### src/rtl/lru_key_value_cache_top_defines.svh
// ----------------------------------------------------------------------------
// LRU key-value cache assertion macros
// Property helpers for the file that carries concurrent checks.
// They expect signals named clk and rst in the scope of use.
// ----------------------------------------------------------------------------
`ifndef LRU_KEY_VALUE_CACHE_TOP_DEFINES_SVH
`define LRU_KEY_VALUE_CACHE_TOP_DEFINES_SVH

// Same-cycle implication, disabled during reset.
`define LKVC_ASSERT_IMP(lbl, ante, cons, msg) \
  lbl: assert property (@(posedge clk) disable iff (rst) (ante) |-> (cons)) \
    else $error(msg);

// Next-cycle implication, disabled during reset.
`define LKVC_ASSERT_NXT(lbl, ante, cons, msg) \
  lbl: assert property (@(posedge clk) disable iff (rst) (ante) |=> (cons)) \
    else $error(msg);

`endif

### src/rtl/lkvc_pkg.sv
// ----------------------------------------------------------------------------
// LRU key-value cache package
// Sizes, field widths and the controller-to-datapath command bundle.
// ----------------------------------------------------------------------------
`timescale 1ns / 1ps

package lkvc_pkg;

  localparam int ENTRIES = 16;
  localparam int IDX_W   = (ENTRIES > 1) ? $clog2(ENTRIES) : 1;
  localparam int COUNT_W = $clog2(ENTRIES + 1);
  localparam int KEY_W   = 32;
  localparam int VAL_W   = 32;
  localparam int CAP_W   = 5;

  localparam logic [CAP_W-1:0] CAP_RESET = CAP_W'(16);

  localparam logic KIND_GET = 1'b0;
  localparam logic KIND_PUT = 1'b1;

  typedef struct packed {
    logic load;    // latch the accepted request
    logic lookup;  // compare tags, pick slots
    logic commit;  // update entries, load the result register
  } lkvc_cmd_t;

endpackage

### src/rtl/lru_key_value_cache_top.sv
// ----------------------------------------------------------------------------
// LRU key-value cache
// Fully associative key-value store with least-recently-used replacement.
//
// Request channel (in_valid/in_ready): kind (0 get, 1 put), lookup_key and
// write_value. Result channel (out_valid/out_ready): hit, read_value and
// evicted, one result for every request, in order.
// Configuration channel (cfg_valid/cfg_ready): cfg_data, ready whenever
// reset is low; write it only while no request is in flight. Values are
// clamped to 1..16.
// Requests are handled one at a time: the accepted request is latched, the
// lookup state compares the tags and picks the slots, and the commit state
// updates the entries and loads the result register, raising out_valid. A
// new request is taken only after the previous one has committed.
// A stalled receiver holds the result register; the next request is still
// taken and looked up, and its commit waits until the result register frees.
// Reset clears all valid bits, recency ranks and the fill count, and sets
// the capacity to 16. in_ready is low in reset and is set after its release.
// ----------------------------------------------------------------------------
`timescale 1ns / 1ps
`include "lru_key_value_cache_top_defines.svh"

module lru_key_value_cache_top
  import lkvc_pkg::*;
(
  input  logic                    clk,
  input  logic                    rst,
  input  logic                    in_valid,
  output logic                    in_ready,
  input  logic                    kind,
  input  logic signed [KEY_W-1:0] lookup_key,
  input  logic signed [VAL_W-1:0] write_value,
  output logic                    out_valid,
  input  logic                    out_ready,
  output logic                    hit,
  output logic signed [VAL_W-1:0] read_value,
  output logic                    evicted,
  input  logic                    cfg_valid,
  output logic                    cfg_ready,
  input  logic [CAP_W-1:0]        cfg_data
);

  lkvc_cmd_t cmd;

  assign cfg_ready = !rst;

  lkvc_ctrl u_ctrl (
    .clk       (clk),
    .rst       (rst),
    .in_valid  (in_valid),
    .in_ready  (in_ready),
    .out_valid (out_valid),
    .out_ready (out_ready),
    .cmd       (cmd)
  );

  lkvc_datapath u_datapath (
    .clk         (clk),
    .rst         (rst),
    .cmd         (cmd),
    .cfg_wr      (cfg_valid && cfg_ready),
    .cfg_data    (cfg_data),
    .kind        (kind),
    .lookup_key  (lookup_key),
    .write_value (write_value),
    .hit         (hit),
    .read_value  (read_value),
    .evicted     (evicted)
  );

  `LKVC_ASSERT_NXT(a_one_in_flight, in_valid && in_ready, !in_ready, "request taken while busy")
  `LKVC_ASSERT_NXT(a_commit_shows, cmd.commit, out_valid, "commit did not present a result")
  `LKVC_ASSERT_IMP(a_miss_zero, out_valid && !hit, read_value == '0, "miss returned nonzero")
  `LKVC_ASSERT_IMP(a_evict_miss, out_valid && evicted, !hit, "eviction flagged on a hit")

endmodule

### src/rtl/lkvc_ctrl.sv
// ----------------------------------------------------------------------------
// LRU key-value cache controller
// Sequences accept, lookup and commit, and owns the request and result handshakes.
// ----------------------------------------------------------------------------
`timescale 1ns / 1ps

module lkvc_ctrl
  import lkvc_pkg::*;
(
  input  logic      clk,
  input  logic      rst,
  input  logic      in_valid,
  output logic      in_ready,
  output logic      out_valid,
  input  logic      out_ready,
  output lkvc_cmd_t cmd
);

  typedef enum logic [1:0] {
    ST_IDLE,
    ST_LOOKUP,
    ST_COMMIT
  } state_t;

  state_t state;
  logic   out_free;

  assign out_free   = !out_valid || out_ready;
  assign cmd.load   = in_valid && in_ready;
  assign cmd.lookup = (state == ST_LOOKUP);
  assign cmd.commit = (state == ST_COMMIT) && out_free;

  always_ff @(posedge clk) begin
    if (rst) begin
      state     <= ST_IDLE;
      in_ready  <= 1'b0;
      out_valid <= 1'b0;
    end else begin
      // a new result replaces the one leaving in the same cycle
      if (cmd.commit) begin
        out_valid <= 1'b1;
      end else if (out_ready) begin
        out_valid <= 1'b0;
      end
      unique case (state)
        ST_IDLE: begin
          if (in_valid && in_ready) begin
            state    <= ST_LOOKUP;
            in_ready <= 1'b0;
          end else begin
            in_ready <= 1'b1;
          end
        end
        ST_LOOKUP: begin
          state <= ST_COMMIT;
        end
        ST_COMMIT: begin
          // hold until the result register can take the new result
          if (out_free) begin
            in_ready <= 1'b1;
            state    <= ST_IDLE;
          end
        end
        default: begin
          state <= ST_IDLE;
        end
      endcase
    end
  end

endmodule

### src/rtl/lkvc_datapath.sv
// ----------------------------------------------------------------------------
// LRU key-value cache datapath
// Entry storage, parallel tag compare, recency ranks and the result register.
// ----------------------------------------------------------------------------
`timescale 1ns / 1ps

module lkvc_datapath
  import lkvc_pkg::*;
(
  input  logic                    clk,
  input  logic                    rst,
  input  lkvc_cmd_t               cmd,
  input  logic                    cfg_wr,
  input  logic [CAP_W-1:0]        cfg_data,
  input  logic                    kind,
  input  logic signed [KEY_W-1:0] lookup_key,
  input  logic signed [VAL_W-1:0] write_value,
  output logic                    hit,
  output logic signed [VAL_W-1:0] read_value,
  output logic                    evicted
);

  logic signed [KEY_W-1:0] entry_keys   [ENTRIES];
  logic signed [VAL_W-1:0] entry_values [ENTRIES];
  logic [ENTRIES-1:0]      entry_valid;
  logic [IDX_W-1:0]        entry_age    [ENTRIES];
  logic [COUNT_W-1:0]      used_count;
  logic [CAP_W-1:0]        capacity;

  // latched request
  logic                    req_put;
  logic signed [KEY_W-1:0] req_key;
  logic signed [VAL_W-1:0] req_val;

  // lookup results
  logic             hit_q;
  logic             full_q;
  logic             old_found_q;
  logic [IDX_W-1:0] hit_slot_q;
  logic [IDX_W-1:0] free_slot_q;
  logic [IDX_W-1:0] old_slot_q;

  logic [ENTRIES-1:0] match_vec;
  logic [ENTRIES-1:0] old_vec;
  logic [IDX_W-1:0]   hit_slot;
  logic [IDX_W-1:0]   free_slot;
  logic [IDX_W-1:0]   old_slot;
  logic [COUNT_W-1:0] cap_eff;

  logic             do_touch;
  logic             do_fill;
  logic             do_evict;
  logic [IDX_W-1:0] touch_slot;
  logic [IDX_W-1:0] touch_age;

  always_comb begin
    if (capacity == '0) begin
      cap_eff = COUNT_W'(1);
    end else if (32'(capacity) > ENTRIES) begin
      cap_eff = COUNT_W'(ENTRIES);
    end else begin
      cap_eff = COUNT_W'(capacity);
    end
  end

  // Ranks of valid entries form 0..used_count-1, so the oldest one holds the top rank.
  always_comb begin
    for (int i = 0; i < ENTRIES; i++) begin
      match_vec[i] = entry_valid[i] && (entry_keys[i] == req_key);
      old_vec[i]   = entry_valid[i] &&
                     (COUNT_W'(entry_age[i]) == used_count - COUNT_W'(1));
    end
  end

  // lowest index wins
  always_comb begin
    hit_slot  = '0;
    free_slot = '0;
    old_slot  = '0;
    for (int i = ENTRIES - 1; i >= 0; i--) begin
      if (match_vec[i]) hit_slot = IDX_W'(i);
      if (!entry_valid[i]) free_slot = IDX_W'(i);
      if (old_vec[i]) old_slot = IDX_W'(i);
    end
  end

  always_ff @(posedge clk) begin
    if (cmd.load) begin
      req_put <= kind;
      req_key <= lookup_key;
      req_val <= write_value;
    end
    if (cmd.lookup) begin
      hit_q       <= |match_vec;
      full_q      <= (used_count >= cap_eff);
      old_found_q <= |old_vec;
      hit_slot_q  <= hit_slot;
      free_slot_q <= free_slot;
      old_slot_q  <= old_slot;
    end
  end

  assign do_touch   = hit_q || do_evict;
  assign do_fill    = !hit_q && (req_put == KIND_PUT) && !full_q;
  assign do_evict   = !hit_q && (req_put == KIND_PUT) && full_q && old_found_q;
  assign touch_slot = hit_q ? hit_slot_q : old_slot_q;
  assign touch_age  = entry_age[touch_slot];

  // entry payload, no reset
  always_ff @(posedge clk) begin
    if (cmd.commit) begin
      if (do_fill) begin
        entry_keys[free_slot_q]   <= req_key;
        entry_values[free_slot_q] <= req_val;
      end else if (do_evict) begin
        entry_keys[old_slot_q]   <= req_key;
        entry_values[old_slot_q] <= req_val;
      end else if (hit_q && (req_put == KIND_PUT)) begin
        entry_values[hit_slot_q] <= req_val;
      end
    end
  end

  always_ff @(posedge clk) begin
    if (rst) begin
      entry_valid <= '0;
      used_count  <= '0;
      capacity    <= CAP_RESET;
      for (int i = 0; i < ENTRIES; i++) begin
        entry_age[i] <= '0;
      end
    end else begin
      if (cfg_wr) begin
        capacity <= cfg_data;
      end
      if (cmd.commit) begin
        if (do_touch) begin
          // age the entries more recent than the touched one
          for (int i = 0; i < ENTRIES; i++) begin
            if (entry_valid[i] && (IDX_W'(i) != touch_slot) &&
                (entry_age[i] < touch_age)) begin
              entry_age[i] <= entry_age[i] + IDX_W'(1);
            end
          end
          entry_age[touch_slot] <= '0;
        end else if (do_fill) begin
          for (int i = 0; i < ENTRIES; i++) begin
            if (entry_valid[i]) begin
              entry_age[i] <= entry_age[i] + IDX_W'(1);
            end
          end
          entry_valid[free_slot_q] <= 1'b1;
          entry_age[free_slot_q]   <= '0;
          used_count               <= used_count + COUNT_W'(1);
        end
      end
    end
  end

  // result register
  always_ff @(posedge clk) begin
    if (cmd.commit) begin
      hit     <= hit_q;
      evicted <= do_evict;
      if (hit_q && (req_put == KIND_GET)) begin
        read_value <= entry_values[hit_slot_q];
      end else begin
        read_value <= '0;
      end
    end
  end

endmodule

### config.mk
export PLATFORM = sky130hd
export DESIGN_NAME = lru_key_value_cache_top
export DESIGN_NICKNAME = d
export VERILOG_FILES = /design/src/rtl/lkvc_pkg.sv /design/src/rtl/lru_key_value_cache_top.sv /design/src/rtl/lkvc_ctrl.sv /design/src/rtl/lkvc_datapath.sv
export VERILOG_INCLUDE_DIRS = /design/src /design/src/rtl
export SDC_FILE = /design/constraint.sdc
export NUM_CORES = 2
export LEC_CHECK = 0
export BUFFER_PORTS_ARGS = -buffer_cell sky130_fd_sc_hd__buf_2
export CORE_MARGIN = 3
export CORE_UTILIZATION = 50
export CTS_CLUSTER_DIAMETER = 200
export DETAILED_ROUTE_END_ITERATION = 8
export GPL_ROUTABILITY_DRIVEN = 0
export PLACE_DENSITY = 0.67
export SYNTH_ARGS = -nofsm -noshare
export SYNTH_HDL_FRONTEND = slang
export SYNTH_SLANG_ARGS = --single-unit
### constraint.sdc
create_clock -name clk -period 7.5 [get_ports clk]
set_input_delay 1.125 -clock clk [delete_from_list [all_inputs] [get_ports clk]]
set_output_delay 1.125 -clock clk [all_outputs]
set_load 0.005 [all_outputs]
==> flow_metrics.env <==
export IMPL_outcome="finished clean"
export IMPL_wl_per_cell_um=26.4
export IMPL_path_max_fanout=19
export IMPL_drtPass1Iterations=6
export IMPL_die_h_um=328
export IMPL_cts_root_buf="clkbuf_16"
export IMPL_diodes=0
export IMPL_yosys_top_cells_area="edfxtp_1, xnor2_1, mux4_2, dfxtp_1, xor2_1"
export IMPL_cts_hold_buf=0
export IMPL_start_util=0.506
export IMPL_synth_top_area_cell="edfxtp_1"
export IMPL_num_rows=117
export IMPL_numCtsBuffers=131
export IMPL_synthArstFlopShare=0
export IMPL_p_leak_uw=0.0188
export IMPL_postSynthCellCount=3070
export IMPL_die_area_mm2=0.107
export IMPL_maxSlewHeadroom=0.166
export IMPL_cts_htree_levels=4
export IMPL_final_area_mm2=0.0584
export IMPL_viasPerCell=5.96
export IMPL_cp_slowest_stage_delay_ns=0.93
export IMPL_final_nets=3426
export IMPL_ys_seq_area_frac=0.697
export IMPL_grt_max_degree=80
export IMPL_vias=28300
export IMPL_overflow=0
export IMPL_ant_nets=0
export IMPL_worst_ep_required_time_ns=8.16
export IMPL_crit_chain="mux2i_4 -> mux4_2 -> mux2_2 -> o21ai_1 -> buf_4 -> ha_1 -> a21oi_1 -> nor2b_1 -> or4b_2 -> a21oi_1 -> a221oi_2 -> or3b_2 -> a21oi_1"
export IMPL_clk_pin_slew_ns=0.06
export IMPL_rsz0062_at_grt="no"
export IMPL_layout_drive_gt1_share=0.186
export IMPL_die_w_um=328
export IMPL_grt_use_total=0.237
export IMPL_vdd_ir_drop_worst_v=0.000225
export IMPL_nFillCells=7755
export IMPL_cpMostUsedCell="a21oi_1"
export IMPL_syn_area_mm2=0.0517
export IMPL_cts_sinks=1232
export IMPL_drc=0
export IMPL_setup_viol=0
export IMPL_initialDrtViolationCount=2584
export IMPL_num_io_pins=112
export IMPL_yosys_warnings=0
export IMPL_multiInputGateArea_mm2=0.0152
export IMPL_wirelength_um=126000
export IMPL_grt_pass1_wl_um=190000
export IMPL_synth_edff_count=1138
export IMPL_skew_ns=0.0250
export IMPL_r2r_setup_slack_ns=2.39
export IMPL_min_period_ns=5.11
export IMPL_start_kind="flop"
export IMPL_port_buffers=111
export IMPL_tightest_slew_ns=1.25
export IMPL_synth_flop_cell="edfxtp_1"
export IMPL_worstPathArrival_ns=5.77
export IMPL_cts_resized=0
export IMPL_synth_top_area_frac=0.661
export IMPL_synth_avg_cell_area_um2=16.8
export IMPL_crit_type="reg -> reg"
export IMPL_postCtsSetupBuffers=0
export IMPL_slew_violations=0
export IMPL_crit_slowest_cell="mux2i_4"
export IMPL_coreArea_mm2=0.102
export IMPL_clkLatencyLatePin_ns=0.73
export IMPL_placed_area_mm2=0.0544
export IMPL_hold_path_class="reg -> reg"
export IMPL_grt_pass1_vias=29400
export IMPL_synth_seq_cells=1232
export IMPL_setup_tns_ns=0
export IMPL_fmax_ghz=0.196
export IMPL_powerDensity_mw_per_mm2=242
export IMPL_post_route_period_util=0.681
export IMPL_timing_critical_path_to_type="flop"
export IMPL_hold_viol_final=0
export IMPL_drv_cap=0
export IMPL_syn_nets=3216
export IMPL_antenna_found_initial=0
export IMPL_syn_to_final_growth_pct=13.0
export IMPL_cts_tree="done"
export IMPL_seq_area_mm2=0.0361
export IMPL_synth_cell_types=59
export IMPL_dp_hpwl_um=73100
export IMPL_cts_buffer_depth=3
## worst max-delay path: cells and delay by family (launching register included)
family | cells | cell delay, ns
buf+inv | 1 | 0.30
mux | 3 | 1.81
compound gates | 5 | 0.70
flops | 1 | 0.76
fa+ha+maj | 1 | 0.30
simple gates | 3 | 1.15
## cells by family (layout without fill, tap and decap cells)
group	after synthesis	after routing	synth area share
and+or+nand+nor	576	576	0.0599
buffers and inverters	166	480	0.0124
adders and majority gates	71	71	0.0172
xor gates and xnor gates	598	598	0.101
muxes	205	205	0.0825
AOI/OAI and AO/OA	222	222	0.0297
DFF	1232	1232	0.697
## cells in the final DEF, fill, tap and decap left out, types with 40 or more instances in the layout
cell type / count
buf_4: 102
ha_1: 71
dfxtp_1: 94
mux4_2: 176
nand2_1: 72
xnor2_1: 457
clkbuf_16: 136
edfxtp_1: 1138
nor2_1: 90
a21oi_1: 56
nor2b_1: 57
xor2_1: 139
nand4_1: 125
buf_2: 111
nand3_1: 40
## layer usage
metal / vias to the layer above / global-route usage / wire length [um]
li1: 12300 / - / -
met1: 14600 / 0.320 / 51700
met2: 1112 / 0.398 / 62500
met3: 266 / 0.0384 / 7720
met4: 0 / 0.0774 / 3700
met5: - / 0 / 0
## stage by stage
step,hold slack (ns),total power [uW],worst slack [ns],cells,util
floorplan,0.428,8050,2.18,3070,-
global placement,0.481,8230,2.43,4515,0.533
detailed placement,0.500,8260,2.44,4515,0.533
CTS,0.513,14300,2.42,4752,0.572
global route,0.534,14600,2.01,4752,0.572
finish,0.513,14200,2.39,4752,0.572
## cell usage after synthesis (11+ instances only)
master,n
a22o_1,13
o22ai_1,19
a21oi_1,56
and3_1,11
ha_1,71
clkbuf_1,96
xnor2_1,459
nand2b_1,16
dfxtp_1,94
mux4_2,176
buf_1,31
nand3_1,40
nand2_1,72
o21ai_0,31
xor2_1,139
mux2i_1,21
nor2_1,123
o2111ai_1,17
edfxtp_1,1138
inv_1,29
a311oi_1,16
nor3_1,39
or4_1,25
nor2b_1,57
nor4_1,37
nand4_1,125
## worst paths after layout
path / from / to / cells past startpoint
setup / recovery: u_datapath.hit_q / u_datapath.entry_age[15][1] / 13
setup reg to reg: u_datapath.hit_q / u_datapath.entry_age[15][1] / 13
hold reg to reg: u_datapath.capacity[0] / u_datapath.capacity[0] / 2
hold / removal: u_datapath.capacity[0] / u_datapath.capacity[0] / 2
## layout make-up
class / count / area share
Multi-Input combinational cell: 1672 / 0.261
Clock buffer: 169 / 0.0609
Timing Repair Buffer: 213 / 0.0226
Clock inverter: 68 / 0.00794
Inverter: 30 / 0.00193
Sequential cell: 1232 / 0.617
Tap cell: 1368 / 0.0293
## state kept, by name, summed over array words and instances, names as in the netlist, 16 cells and up
signal                   count
u_datapath.entry_keys      512
u_datapath.entry_values    512
u_datapath.entry_age        64
u_datapath.read_value       32
u_datapath.req_key          32
u_datapath.req_val          32
u_datapath.entry_valid      16
## where the power goes
part	switching, uW	internal (uW)	leakage [uW]
Sequential	76.6	7530	0.0110
Combinational	307	202	0.00576
Clock	2600	3460	0.00197
Total	2980	11200	0.0188
Power figures use the tool's default switching activity.
